$ cat config.mk
export PLATFORM = sky130hd
export DESIGN_NAME = command_buffer_validator
export DESIGN_NICKNAME = d
export VERILOG_FILES = /design/src/rtl/cbv_pkg.sv /design/src/rtl/cbv_result_queue.sv /design/src/rtl/command_buffer_validator.sv
export SDC_FILE = /design/constraint.sdc
export NUM_CORES = 2
export LEC_CHECK = 0
export BUFFER_PORTS_ARGS = -buffer_cell sky130_fd_sc_hd__buf_4
export CAP_MARGIN = 20
export CORE_UTILIZATION = 56
export DETAILED_ROUTE_END_ITERATION = 12
export GPL_TIMING_DRIVEN = 0
export PLACE_DENSITY = 0.76
export SYNTH_ARGS = -nofsm -noshare
export SYNTH_HDL_FRONTEND = slang
export SYNTH_SLANG_ARGS = --single-unit
export TNS_END_PERCENT = 10
$ cat constraint.sdc
create_clock -name clk -period 6.1 [get_ports clk]
set_input_delay 1.22 -clock clk [delete_from_list [all_inputs] [get_ports clk]]
set_output_delay 1.22 -clock clk [all_outputs]
set_load 0.02 [all_outputs]
$ cat src/rtl/cbv_pkg.sv
// Shared types and constants for the command buffer validator.
`default_nettype none

package cbv_pkg;

    localparam int HEADER_LENGTH = 24;
    localparam int RECORD_LENGTH = 32;

    localparam int HDR_BITS = 8 * HEADER_LENGTH;
    localparam int REC_BITS = 8 * RECORD_LENGTH;

    // Status codes
    localparam logic [3:0] ST_OK        = 4'd0;
    localparam logic [3:0] ST_TRUNCATED = 4'd1;
    localparam logic [3:0] ST_BUDGET    = 4'd2;
    localparam logic [3:0] ST_MAGIC     = 4'd3;
    localparam logic [3:0] ST_SCHEMA    = 4'd4;
    localparam logic [3:0] ST_RESERVED  = 4'd5;
    localparam logic [3:0] ST_COUNT     = 4'd6;
    localparam logic [3:0] ST_BYTECOUNT = 4'd7;
    localparam logic [3:0] ST_EPOCH     = 4'd8;
    localparam logic [3:0] ST_RECSIZE   = 4'd9;
    localparam logic [3:0] ST_OPCODE    = 4'd10;
    localparam logic [3:0] ST_BINDING   = 4'd11;

    // Configuration register indexes
    localparam logic [2:0] CFG_MAX_BYTES      = 3'd0;
    localparam logic [2:0] CFG_MAX_COMMANDS   = 3'd1;
    localparam logic [2:0] CFG_EXPECTED_EPOCH = 3'd2;
    localparam logic [2:0] CFG_MAGIC_WORD     = 3'd3;
    localparam logic [2:0] CFG_SCHEMA_VERSION = 3'd4;
    localparam logic [2:0] CFG_SET_OPCODE     = 3'd5;

    localparam logic RESULT_COMMAND = 1'b0;
    localparam logic RESULT_STATUS  = 1'b1;

    typedef struct packed {
        logic               result_kind;
        logic [3:0]         status_code;
        logic               error_in_record;
        logic [15:0]        record_index;
        logic [31:0]        binding_ordinal;
        logic signed [31:0] self_slot;
        logic signed [31:0] self_generation;
        logic signed [31:0] argument_zero;
        logic               last_result;
    } result_t;

    // Up to two results posted per request; second only used with the first
    typedef struct packed {
        logic    valid0;
        logic    valid1;
        result_t data0;
        result_t data1;
    } push_t;

endpackage

`default_nettype wire

$ cat src/rtl/cbv_result_queue.sv
// Result queue taking up to two results per cycle and handing out one.
`default_nettype none

module cbv_result_queue
    import cbv_pkg::*;
#(
    parameter int DEPTH = 4
)
(
    input  wire logic    clk,
    input  wire logic    rst_n,
    input  wire push_t   push,
    output logic         space_ok,
    output logic         out_valid,
    input  wire logic    out_ready,
    output result_t      head
);

    localparam int PTR_W = (DEPTH > 1) ? $clog2(DEPTH) : 1;
    localparam int CNT_W = $clog2(DEPTH + 1);

    result_t          entries_reg [DEPTH];
    logic [PTR_W-1:0] wr_ptr_reg, wr_ptr_next;
    logic [PTR_W-1:0] rd_ptr_reg, rd_ptr_next;
    logic [CNT_W-1:0] count_reg, count_next;
    logic [PTR_W-1:0] wr_ptr_plus1;
    logic [PTR_W-1:0] wr_ptr_plus2;
    logic [CNT_W-1:0] push_count;
    logic             pop;

    function automatic logic [PTR_W-1:0] wrap_inc(input logic [PTR_W-1:0] ptr);
        wrap_inc = (ptr == PTR_W'(DEPTH - 1)) ? '0 : ptr + 1'b1;
    endfunction

    assign out_valid    = (count_reg != '0);
    assign pop          = out_valid && out_ready;
    assign head         = entries_reg[rd_ptr_reg];
    assign space_ok     = (count_reg <= CNT_W'(DEPTH - 2));
    assign wr_ptr_plus1 = wrap_inc(wr_ptr_reg);
    assign wr_ptr_plus2 = wrap_inc(wr_ptr_plus1);
    assign push_count   = CNT_W'(push.valid0) + CNT_W'(push.valid1);

    always_comb
    begin
        priority if (push.valid0 && push.valid1)
        begin
            wr_ptr_next = wr_ptr_plus2;
        end
        else if (push.valid0)
        begin
            wr_ptr_next = wr_ptr_plus1;
        end
        else
        begin
            wr_ptr_next = wr_ptr_reg;
        end
        rd_ptr_next = pop ? wrap_inc(rd_ptr_reg) : rd_ptr_reg;
        count_next  = count_reg + push_count - CNT_W'(pop);
    end

    always_ff @(posedge clk or negedge rst_n)
    begin
        if (!rst_n)
        begin
            wr_ptr_reg <= '0;
            rd_ptr_reg <= '0;
            count_reg  <= '0;
        end
        else
        begin
            wr_ptr_reg <= wr_ptr_next;
            rd_ptr_reg <= rd_ptr_next;
            count_reg  <= count_next;
        end
    end

    always_ff @(posedge clk)
    begin
        if (push.valid0)
        begin
            entries_reg[wr_ptr_reg] <= push.data0;
        end
        if (push.valid0 && push.valid1)
        begin
            entries_reg[wr_ptr_plus1] <= push.data1;
        end
    end

endmodule

`default_nettype wire

$ cat src/rtl/command_buffer_validator.sv
// Command buffer validator: header and record checks on a byte stream.
// A request's results are written into the result queue when it is taken.
// Throughput: one byte per cycle; a request posts up to two results into a
// QUEUE_DEPTH-entry result queue, and requests stall while it has fewer
// than two free entries. Reset clears all buffer control state and loads
// the register defaults; the header and record byte stores are not cleared.
`default_nettype none

module command_buffer_validator
    import cbv_pkg::*;
#(
    parameter int QUEUE_DEPTH = 4
)
(
    input  wire logic        clk,
    input  wire logic        rst_n,

    input  wire logic        cfg_write,
    input  wire logic [2:0]  cfg_index,
    input  wire logic [63:0] cfg_data,

    input  wire logic        in_valid,
    output logic             in_ready,
    input  wire logic [7:0]  data_byte,
    input  wire logic        final_byte,

    output logic             out_valid,
    input  wire logic        out_ready,
    output logic             result_kind,
    output logic [3:0]       status_code,
    output logic             error_in_record,
    output logic [15:0]      record_index,
    output logic [31:0]      binding_ordinal,
    output logic signed [31:0] self_slot,
    output logic signed [31:0] self_generation,
    output logic signed [31:0] argument_zero,
    output logic             last_result
);

    // Configuration registers
    logic [31:0] max_bytes_reg;
    logic [15:0] max_commands_reg;
    logic [63:0] expected_epoch_reg;
    logic [31:0] magic_word_reg;
    logic [15:0] schema_version_reg;
    logic [15:0] set_opcode_reg;

    // Buffer state
    logic [31:0] byte_position_reg, byte_position_next;
    logic [15:0] record_counter_reg, record_counter_next;
    logic [3:0]  first_error_reg, first_error_next;
    logic [15:0] error_index_reg, error_index_next;
    logic        error_seen_reg, error_seen_next;
    logic [7:0]  header_store_reg [HEADER_LENGTH];
    logic [7:0]  record_store_reg [RECORD_LENGTH];

    logic          accept;
    logic [31:0]   pos;
    logic [31:0]   len;
    logic          in_header;
    logic          rec_active;
    logic [4:0]    rec_offset;
    logic          rec_done;
    logic [HDR_BITS-1:0] hdr;
    logic [REC_BITS-1:0] rec;

    logic [15:0] hdr_count;
    logic [31:0] hdr_expect;
    logic        f_magic, f_schema, f_hres, f_count, f_decl, f_len, f_epoch;
    logic        hdr_ok_nolen;
    logic [3:0]  rec_code;
    logic        tentative;
    logic [3:0]  final_code;
    logic        final_in_rec;
    result_t     cmd_result;
    result_t     fin_result;
    push_t       push;
    result_t     head;
    logic        space_ok;

    assign accept     = in_valid && in_ready;
    assign in_ready   = space_ok;
    assign pos        = byte_position_reg;
    assign len        = (pos == 32'hFFFF_FFFF) ? pos : pos + 32'd1;
    assign in_header  = (pos < 32'(HEADER_LENGTH));
    assign rec_offset = pos[4:0] + 5'(RECORD_LENGTH - HEADER_LENGTH % RECORD_LENGTH);

    // Header view with the incoming byte merged at its place; record view with it as the last byte
    always_comb
    begin
        for (int i = 0; i < HEADER_LENGTH; i++)
        begin
            hdr[8*i +: 8] = (pos == 32'(i)) ? data_byte : header_store_reg[i];
        end
        for (int i = 0; i < RECORD_LENGTH - 1; i++)
        begin
            rec[8*i +: 8] = record_store_reg[i];
        end
        rec[REC_BITS-1 -: 8] = data_byte;
    end

    assign hdr_count  = hdr[63:48];
    assign hdr_expect = 32'(HEADER_LENGTH) + {11'd0, hdr_count, 5'd0};
    assign rec_active = !in_header && (record_counter_reg < hdr_count);
    assign rec_done   = rec_active && (rec_offset == 5'(RECORD_LENGTH - 1));

    // Header checks
    assign f_magic  = (hdr[31:0] != magic_word_reg);
    assign f_schema = (hdr[47:32] != schema_version_reg);
    assign f_hres   = (hdr[127:96] != 32'd0);
    assign f_count  = (hdr_count == 16'd0) || (hdr_count > max_commands_reg);
    assign f_decl   = (hdr[95:64] != hdr_expect);
    assign f_len    = (len != hdr_expect);
    assign f_epoch  = (expected_epoch_reg == 64'd0) || (hdr[191:128] != expected_epoch_reg);
    assign hdr_ok_nolen = !(f_magic || f_schema || f_hres || f_count || f_decl || f_epoch);

    // Record checks
    always_comb
    begin
        priority if ((rec[31:16] != 16'd0) || (rec[255:224] != 32'd0))
        begin
            rec_code = ST_RESERVED;
        end
        else if (rec[63:32] != 32'(RECORD_LENGTH))
        begin
            rec_code = ST_RECSIZE;
        end
        else if (rec[15:0] != set_opcode_reg)
        begin
            rec_code = ST_OPCODE;
        end
        else if (rec[95:64] == 32'hFFFF_FFFF)
        begin
            rec_code = ST_BINDING;
        end
        else if (rec[223:192] != 32'd0)
        begin
            rec_code = ST_RESERVED;
        end
        else
        begin
            rec_code = ST_OK;
        end
    end

    assign tentative = rec_done && (rec_code == ST_OK) && !error_seen_reg &&
                       (len <= max_bytes_reg) && hdr_ok_nolen;

    always_comb
    begin
        error_seen_next  = error_seen_reg;
        first_error_next = first_error_reg;
        error_index_next = error_index_reg;
        if (rec_done && (rec_code != ST_OK) && !error_seen_reg)
        begin
            error_seen_next  = 1'b1;
            first_error_next = rec_code;
            error_index_next = record_counter_reg;
        end
    end

    always_comb
    begin
        final_in_rec = 1'b0;
        priority if (len < 32'(HEADER_LENGTH))
        begin
            final_code = ST_TRUNCATED;
        end
        else if (len > max_bytes_reg)
        begin
            final_code = ST_BUDGET;
        end
        else if (f_magic)
        begin
            final_code = ST_MAGIC;
        end
        else if (f_schema)
        begin
            final_code = ST_SCHEMA;
        end
        else if (f_hres)
        begin
            final_code = ST_RESERVED;
        end
        else if (f_count)
        begin
            final_code = ST_COUNT;
        end
        else if (f_decl || f_len)
        begin
            final_code = ST_BYTECOUNT;
        end
        else if (f_epoch)
        begin
            final_code = ST_EPOCH;
        end
        else if (error_seen_next)
        begin
            final_code   = first_error_next;
            final_in_rec = 1'b1;
        end
        else
        begin
            final_code = ST_OK;
        end
    end

    always_comb
    begin
        cmd_result                 = '0;
        cmd_result.result_kind     = RESULT_COMMAND;
        cmd_result.status_code     = ST_OK;
        cmd_result.record_index    = record_counter_reg;
        cmd_result.binding_ordinal = rec[95:64];
        cmd_result.self_slot       = rec[127:96];
        cmd_result.self_generation = rec[159:128];
        cmd_result.argument_zero   = rec[191:160];

        fin_result                 = '0;
        fin_result.result_kind     = RESULT_STATUS;
        fin_result.status_code     = final_code;
        fin_result.error_in_record = final_in_rec;
        fin_result.record_index    = final_in_rec ? error_index_next : 16'd0;
        fin_result.last_result     = 1'b1;

        push = '0;
        if (accept)
        begin
            priority if (tentative)
            begin
                push.valid0 = 1'b1;
                push.data0  = cmd_result;
                push.valid1 = final_byte;
                push.data1  = fin_result;
            end
            else if (final_byte)
            begin
                push.valid0 = 1'b1;
                push.data0  = fin_result;
            end
            else
            begin
                push.valid0 = 1'b0;
            end
        end
    end

    always_comb
    begin
        record_counter_next = record_counter_reg;
        if (rec_done && (record_counter_reg != 16'hFFFF))
        begin
            record_counter_next = record_counter_reg + 16'd1;
        end
        byte_position_next = final_byte ? 32'd0 : len;
    end

    always_ff @(posedge clk or negedge rst_n)
    begin
        if (!rst_n)
        begin
            byte_position_reg  <= '0;
            record_counter_reg <= '0;
            first_error_reg    <= ST_OK;
            error_index_reg    <= '0;
            error_seen_reg     <= 1'b0;
        end
        else if (accept)
        begin
            byte_position_reg <= byte_position_next;
            if (final_byte)
            begin
                record_counter_reg <= '0;
                first_error_reg    <= ST_OK;
                error_index_reg    <= '0;
                error_seen_reg     <= 1'b0;
            end
            else
            begin
                record_counter_reg <= record_counter_next;
                first_error_reg    <= first_error_next;
                error_index_reg    <= error_index_next;
                error_seen_reg     <= error_seen_next;
            end
        end
    end

    always_ff @(posedge clk)
    begin
        if (accept && in_header)
        begin
            header_store_reg[pos[4:0]] <= data_byte;
        end
        if (accept && rec_active)
        begin
            record_store_reg[rec_offset] <= data_byte;
        end
    end

    always_ff @(posedge clk or negedge rst_n)
    begin
        if (!rst_n)
        begin
            max_bytes_reg      <= 32'hFFFF_FFFF;
            max_commands_reg   <= 16'hFFFF;
            expected_epoch_reg <= 64'd0;
            magic_word_reg     <= 32'd1111709249;
            schema_version_reg <= 16'd1;
            set_opcode_reg     <= 16'd1;
        end
        else if (cfg_write)
        begin
            unique case (cfg_index)
                CFG_MAX_BYTES:      max_bytes_reg      <= cfg_data[31:0];
                CFG_MAX_COMMANDS:   max_commands_reg   <= cfg_data[15:0];
                CFG_EXPECTED_EPOCH: expected_epoch_reg <= cfg_data;
                CFG_MAGIC_WORD:     magic_word_reg     <= cfg_data[31:0];
                CFG_SCHEMA_VERSION: schema_version_reg <= cfg_data[15:0];
                CFG_SET_OPCODE:     set_opcode_reg     <= cfg_data[15:0];
                default:            ;
            endcase
        end
    end

    cbv_result_queue #(
        .DEPTH     (QUEUE_DEPTH)
    ) u_queue (
        .clk       (clk),
        .rst_n     (rst_n),
        .push      (push),
        .space_ok  (space_ok),
        .out_valid (out_valid),
        .out_ready (out_ready),
        .head      (head)
    );

    assign result_kind     = head.result_kind;
    assign status_code     = head.status_code;
    assign error_in_record = head.error_in_record;
    assign record_index    = head.record_index;
    assign binding_ordinal = head.binding_ordinal;
    assign self_slot       = head.self_slot;
    assign self_generation = head.self_generation;
    assign argument_zero   = head.argument_zero;
    assign last_result     = head.last_result;

endmodule

`default_nettype wire

# Yosys cells after proc, flatten, opt, wreduce, memory -nomap -nowiden
# Memory sizes are Yosys's and may differ from the RTL's.
# Cells that the tools add are included.
[word_totals]
regBits = 252
mem_bits_rw = 1052
inputBits = 81
output_inout_bits = 153
elab_cells = 200
n_memories = 3
[classes]
n_addsub = 10
n_lt_le_gt_ge = 7
n_eq_ne = 42
n_mux = 78
n_reduce_logical = 46
[memory_table]
columns = ["memory", "words", "width", "read_ports", "rd_ports_with_merged_regs", "wr", "line", "rtl"]
rows = [
  ["u_queue.entries_reg", 4, 151, 1, 0, 2, "cbv_result_queue.sv:22", "result_t entries_reg [DEPTH];"],
  ["record_store_reg", 32, 8, 31, 0, 1, "command_buffer_validator.sv:55", "logic [7:0] record_store_reg [RECORD_LENGTH];"],
  ["header_store_reg", 24, 8, 24, 0, 1, "command_buffer_validator.sv:54", "logic [7:0] header_store_reg [HEADER_LENGTH];"],
]
[ops]
columns = ["op", "count"]
rows = [
  ["151-bit 2-to-1 mux", 3],
  ["304-bit 2-to-1 mux", 1],
  ["32-bit by 4-bit == test with 1-bit output (second input constant)", 8],
  ["32-bit by 5-bit == test with 1-bit output (second input constant)", 8],
  ["8-bit 2-to-1 mux", 24],
  ["32-bit by 3-bit == test with 1-bit output (second input constant)", 4],
  ["32-bit nonzero test", 3],
  ["16-bit 2-to-1 mux", 5],
  ["32-bit by 2-bit == test with 1-bit output (second input constant)", 2],
  ["32-bit == test (second input constant)", 2],
  ["64-bit logical NOT", 1],
  ["32-bit by 5-bit less-than comparator with 1-bit output (second input constant)", 2],
  ["32-bit 2-to-1 mux", 2],
  ["32-bit by 22-bit inequality test with 1-bit output", 2],
  ["64-bit inequality test", 1],
  ["4-bit 2-to-1 mux", 15],
  ["32-bit by 1-bit adder with 32-bit output (second input constant)", 1],
  ["32-bit by 1-bit == test with 1-bit output (second input constant)", 1],
  ["32-bit greater-than comparator", 1],
  ["32-bit <= comparator", 1],
  ["32-bit logical NOT", 1],
  ["16-bit inequality test", 2],
  ["32-bit inequality test", 1],
  ["32-bit by 6-bit inequality test with 1-bit output (second input constant)", 1],
  ["other kinds (30)", 91],
]

# Longest topological paths before layout
# An unclocked memory read counts as a cell.
[logic_depth]
ltp_word = 27
mapped_depth = 28
depth_no_buf = 24

# Modules after synthesis
# A second synthesis with hierarchy kept.
[hier_totals]
cells_unflattened = 4223
area_unflattened_um2 = 62228.4
[modules_own_cells]
columns = ["mod", "n_inst", "cells_each", "area_each_um2", "seq_area_each_um2"]
rows = [
  ["command_buffer_validator", 1, 2712, 32715.1, 19419.9],
  ["cbv_result_queue", 1, 1511, 29513.3, 18312.6],
]

# Least setup slack after synthesis
# Ideal clock, no wire load.
[synth_timing]
path_type = "reg-to-reg"
startpoint = "register byte_position_reg[11]"
endpoint = "memory u_queue.entries_reg[3][0] (netlist name) (enable)"
setup_time_ns = 0.377
arrival_ns = 6.030
required_ns = 5.723
path_slack_ns = -0.307
stages_incl_launch_ff = 23
path_buffers = 3
period_less_slack_ns = 6.407
path_cell_list = "dfrtp_1 > nor4_2 > nand4_4 > nor4_4 > mux2i_1 > ha_1 > a21oi_1 > o21ai_0 > a31oi_1 > nand3_1 > o41ai_1 > nand3_1 > or4_1 > nor4_1 > nand4_1 > nand2_1 > ha_1 > clkbuf_1 > nand2_1 > a21boi_1 > buf_2 > buf_2 > inv_1"
[synth_rtl]
columns = ["item", "line", "rtl"]
rows = [
  ["start: declaration", "command_buffer_validator.sv:49", "logic [31:0] byte_position_reg, byte_position_next;"],
  ["start signal: assignment", "command_buffer_validator.sv:270", "byte_position_reg <= byte_position_next;"],
  ["end: declaration", "cbv_result_queue.sv:22", ""],
]

==> summary.md <==
| Metric | Value |
|---|---|
| Max IR drop VDD | 266 µV |
| Final Slew Violations | 0 |
| CP Cell Sequence | buf_8, clkbuf_2, clkbuf_2, inv_1, nand2_1, mux2i_1, a2111oi_1, o211ai_1, nor4b_2, nor4b_4, buf_4, nand4_1, nor2_2, ha_4, nand2_1, and2_4, nand3_1, clkbuf_2, o2bb2ai_1 |
| Via/cell ratio | 6.62 |
| Finished Layout Cells | 6178 |
| Slowest-stage cell, CP | a2111oi_1 |
| Antenna-violating nets left | 0 |
| Top-count cell post-synth | edfxtp_1 |
| H-tree depth | 4 |
| Largest area contributor in the netlist | edfxtp_1 |
| IO Port Bufs | 233 |
| Drt first pass iters | 8 |
| Worst endpoint required time | 6590 ps |
| Final Total Pwr | 23200 µW |
| CP Launch Type | input port |
| Grt total ovfl | 0 |
| Largest stage delay on the critical path | 540 ps |
| Final wirelength | 176000 µm |
| PD cells | 353 mW/mm² |
| Final #Nets | 4943 |
| Sequential-to-total area share from yosys stat | 58.2% |
| Number of synthesized flops with an enable pin | 528 |
| Final HPWL from detailed placement | 116000 µm |
| Vias in the first global route | 40.7k |
| Worst Skew | 36.8 ps |
| Hold Buf Count CTS | 0 |
| Global-route total usage across every layer | 34.4% |
| FMAX | 0.165 GHz |
| Critical path class | input port to flip-flop |
| Share of cells above drive strength 1 | 24.5% |
| Minimum clock period | 6040 ps |
| Main area contributors after synthesis | edfxtp_1 28%, dfxtp_1 18%, dfrtp_1 8.6% |
| Fin. Hold Viols | 0 |
| Top delay family on crit path | buffers and inverters |
| Avg WL per Cell | 28.4 µm |
| Die Ht | 318 µm |
| Global-route wire length before repair | 260000 µm |
| Clock root buffer | clkbuf_16 |
| CTS Buffer Depth | 3 |
| Area Overhead vs Synth | 17.8% |
| Inst Count DP | 5838 |
| Iteration-0 DRC Markers | 4374 |
| Worst Tran Pin Value | 1200 ps |
| Commonest cells post-synth | 528 x edfxtp_1, 522 x a22o_1, 512 x dfxtp_1 |
| Post-Synthesis Cells | 4309 |
| Chip width | 318 µm |
| Status | finished, final reports clean |
| Sink Count | 1292 |
| CTS Buf Count | 135 |
| Setup_tns | 0 ps |
| Syn nets | 4473 |
| FF+latch count, synth | 1292 |
| Leakage | 0.0247 µW |
| Worst skew pair latency | 760 ps |
| Arrival time at the worst endpoint | 6540 ps |
| Worst setup EP type | flip-flop |
| Initial antenna violation count | 4 |
| Top cell type's share of synthesized area | 28.4% |
| # IOs | 234 |
| Top FF cell, synth | edfxtp_1 |
| Synth warn | 0 |
| Max cap viols | 0 |
| Async S/R FF share, synth | 19.5% |
| Pin count of the biggest net entering global routing | 111 |
| Crit-path max FO | 58 |
| CP bufs+invs | 6 |
| Final Setup Violations | 0 |
| Die area | 0.101 mm² |
| CTS tree | done |
| Via count | 40.9k |
| Reg clk slew, reported paths | 50 ps |
| Max reg flops | 600 |
| DRC | 0 |
| Period utilization | 99.1% |
| Slew HR | 19.8% |
| Initial Util | 56.6% |
| RSZ-0062 raised after global routing | true |
| Core area | 0.0986 mm² |
| Crit path top cell by count | clkbuf_2 |
| Site Rows | 115 |
| Avg Inst Size Synth | 12.9 µm² |
| Yosys cell types | 92 |
| HP Class | input port to async pin |
| Mapped Area | 0.0558 mm² |
| Final GP Congestion | 0.963 |
==> worst reg2reg max path: stages, from the launching register on <==
cell and delay (ps):
dfrtp_1 340, buf_6 140, nand4_1 150, buf_4 190
or4_4 540, o211ai_1 200, buf_4 180, buf_4 120
nor3_2 60, xor2_1 150, ha_1 330, a211oi_1 230
o21ai_0 140, o211ai_1 110, a21oi_1 100, nor3_2 300
o21ai_1 120, o31a_1 210, buf_6 180, nor4_4 280
nand4_1 200, nor2_2 200, ha_4 200, nand2_1 90
and2_4 180, nand3_1 280, clkbuf_2 330, o2bb2ai_1 140
==> cell type report <==
| type | count | area, µm² |
|---|---|---|
| fillers | 7049 | 32800 |
| flip-flops and latches | 1292 | 32500 |
| multi-input cells | 2585 | 22100 |
| clock buffers | 179 | 3730 |
| repair buffers | 347 | 2840 |
| well taps | 1287 | 1610 |
| plain buffers | 270 | 1520 |
| clock inverters | 68 | 878 |
| inverters | 144 | 562 |
| repair inverters | 4 | 30.0 |
| diodes | 2 | 5.00 |
==> final timing paths <==
path	startpoint	endpoint	slack, ps	depth (start not counted)
max in group asynchronous	rst_n	expected_epoch_reg[35]	4790	2
worst min register to register	u_queue.entries_reg[2][76]	u_queue.entries_reg[2][76]	470	1
min in group clk	u_queue.entries_reg[2][76]	u_queue.entries_reg[2][76]	470	1
worst max register to register	byte_position_reg[17]	u_queue.entries_reg[1][143]	120	27
worst max-delay path	data_byte[5]	u_queue.entries_reg[1][143]	60	19
worst min-delay path	rst_n	set_opcode_reg[3]	390	1
==> cells by family after synthesis <==
group,after synthesis,synth area share (%)
flip-flops,1292,58.2
AO/OA/AOI/OAI,994,13.9
multiplexers,364,10.2
adder cells (fa/ha/maj),83,1.87
AND/OR/NAND/NOR,954,9.35
buffers and inverters,432,3.52
XOR/XNOR,190,2.98
==> placed cells by master, fill, tap and decap left out, types with 22 or more instances in the layout <==
master	instances
edfxtp_1	528
a22o_1	522
dfxtp_1	512
buf_4	345
nand2_1	224
dfrtp_1	181
nor2_1	165
o21ai_0	150
mux4_2	150
inv_1	138
clkbuf_16	138
mux2_2	125
clkbuf_1	115
xnor2_1	102
nor4_1	92
nand4_1	90
xor2_1	79
mux2i_1	74
ha_1	74
o2bb2ai_1	66
buf_2	63
dfstp_2	61
a21oi_1	60
nor3_1	58
nand3_1	48
nand2b_1	43
buf_6	39
buf_1	31
nor2b_1	29
a22oi_1	25
and3_1	23
clkinv_2	23
clkbuf_2	22
==> power breakdown <==
group          switching (µW)  total [µW]  internal, µW
Clock                    3560        8560          5000
Combinational            2980        4700          1720
Sequential                463        9930          9470
==> routing by layer <==
metal  wire [µm]  track usage, %  vias up
met3       15900            7.15      543
met1       67300            44.6    20500
met4       10300            19.1        4
li1            -               -    17500
met5          31               0        -
met2       82100            54.1     2317
==> timing repair <==
| action | CTS | global route |
|---|---|---|
| cloned | 4 | 1 |
| gates resized for setup | 157 | 92 |
| setup endpoints to repair | 973 | 698 |
| buffers inserted | 58 | 37 |
| pin swaps | 25 | 34 |
==> per-stage QoR <==
step                hold slack, ps  instance area [µm²]  worst slack, ps  utilization [%]
floorplan                      444                55800              154                -
global placement               455                59200            -2770             60.0
detailed placement             460                59300            -2710             60.2
CTS                            366                65000             2.07             65.9
global route                   392                65700            -72.3             66.7
finish                         385                65700             55.1             66.7
Power figures use the tool's default switching activity.
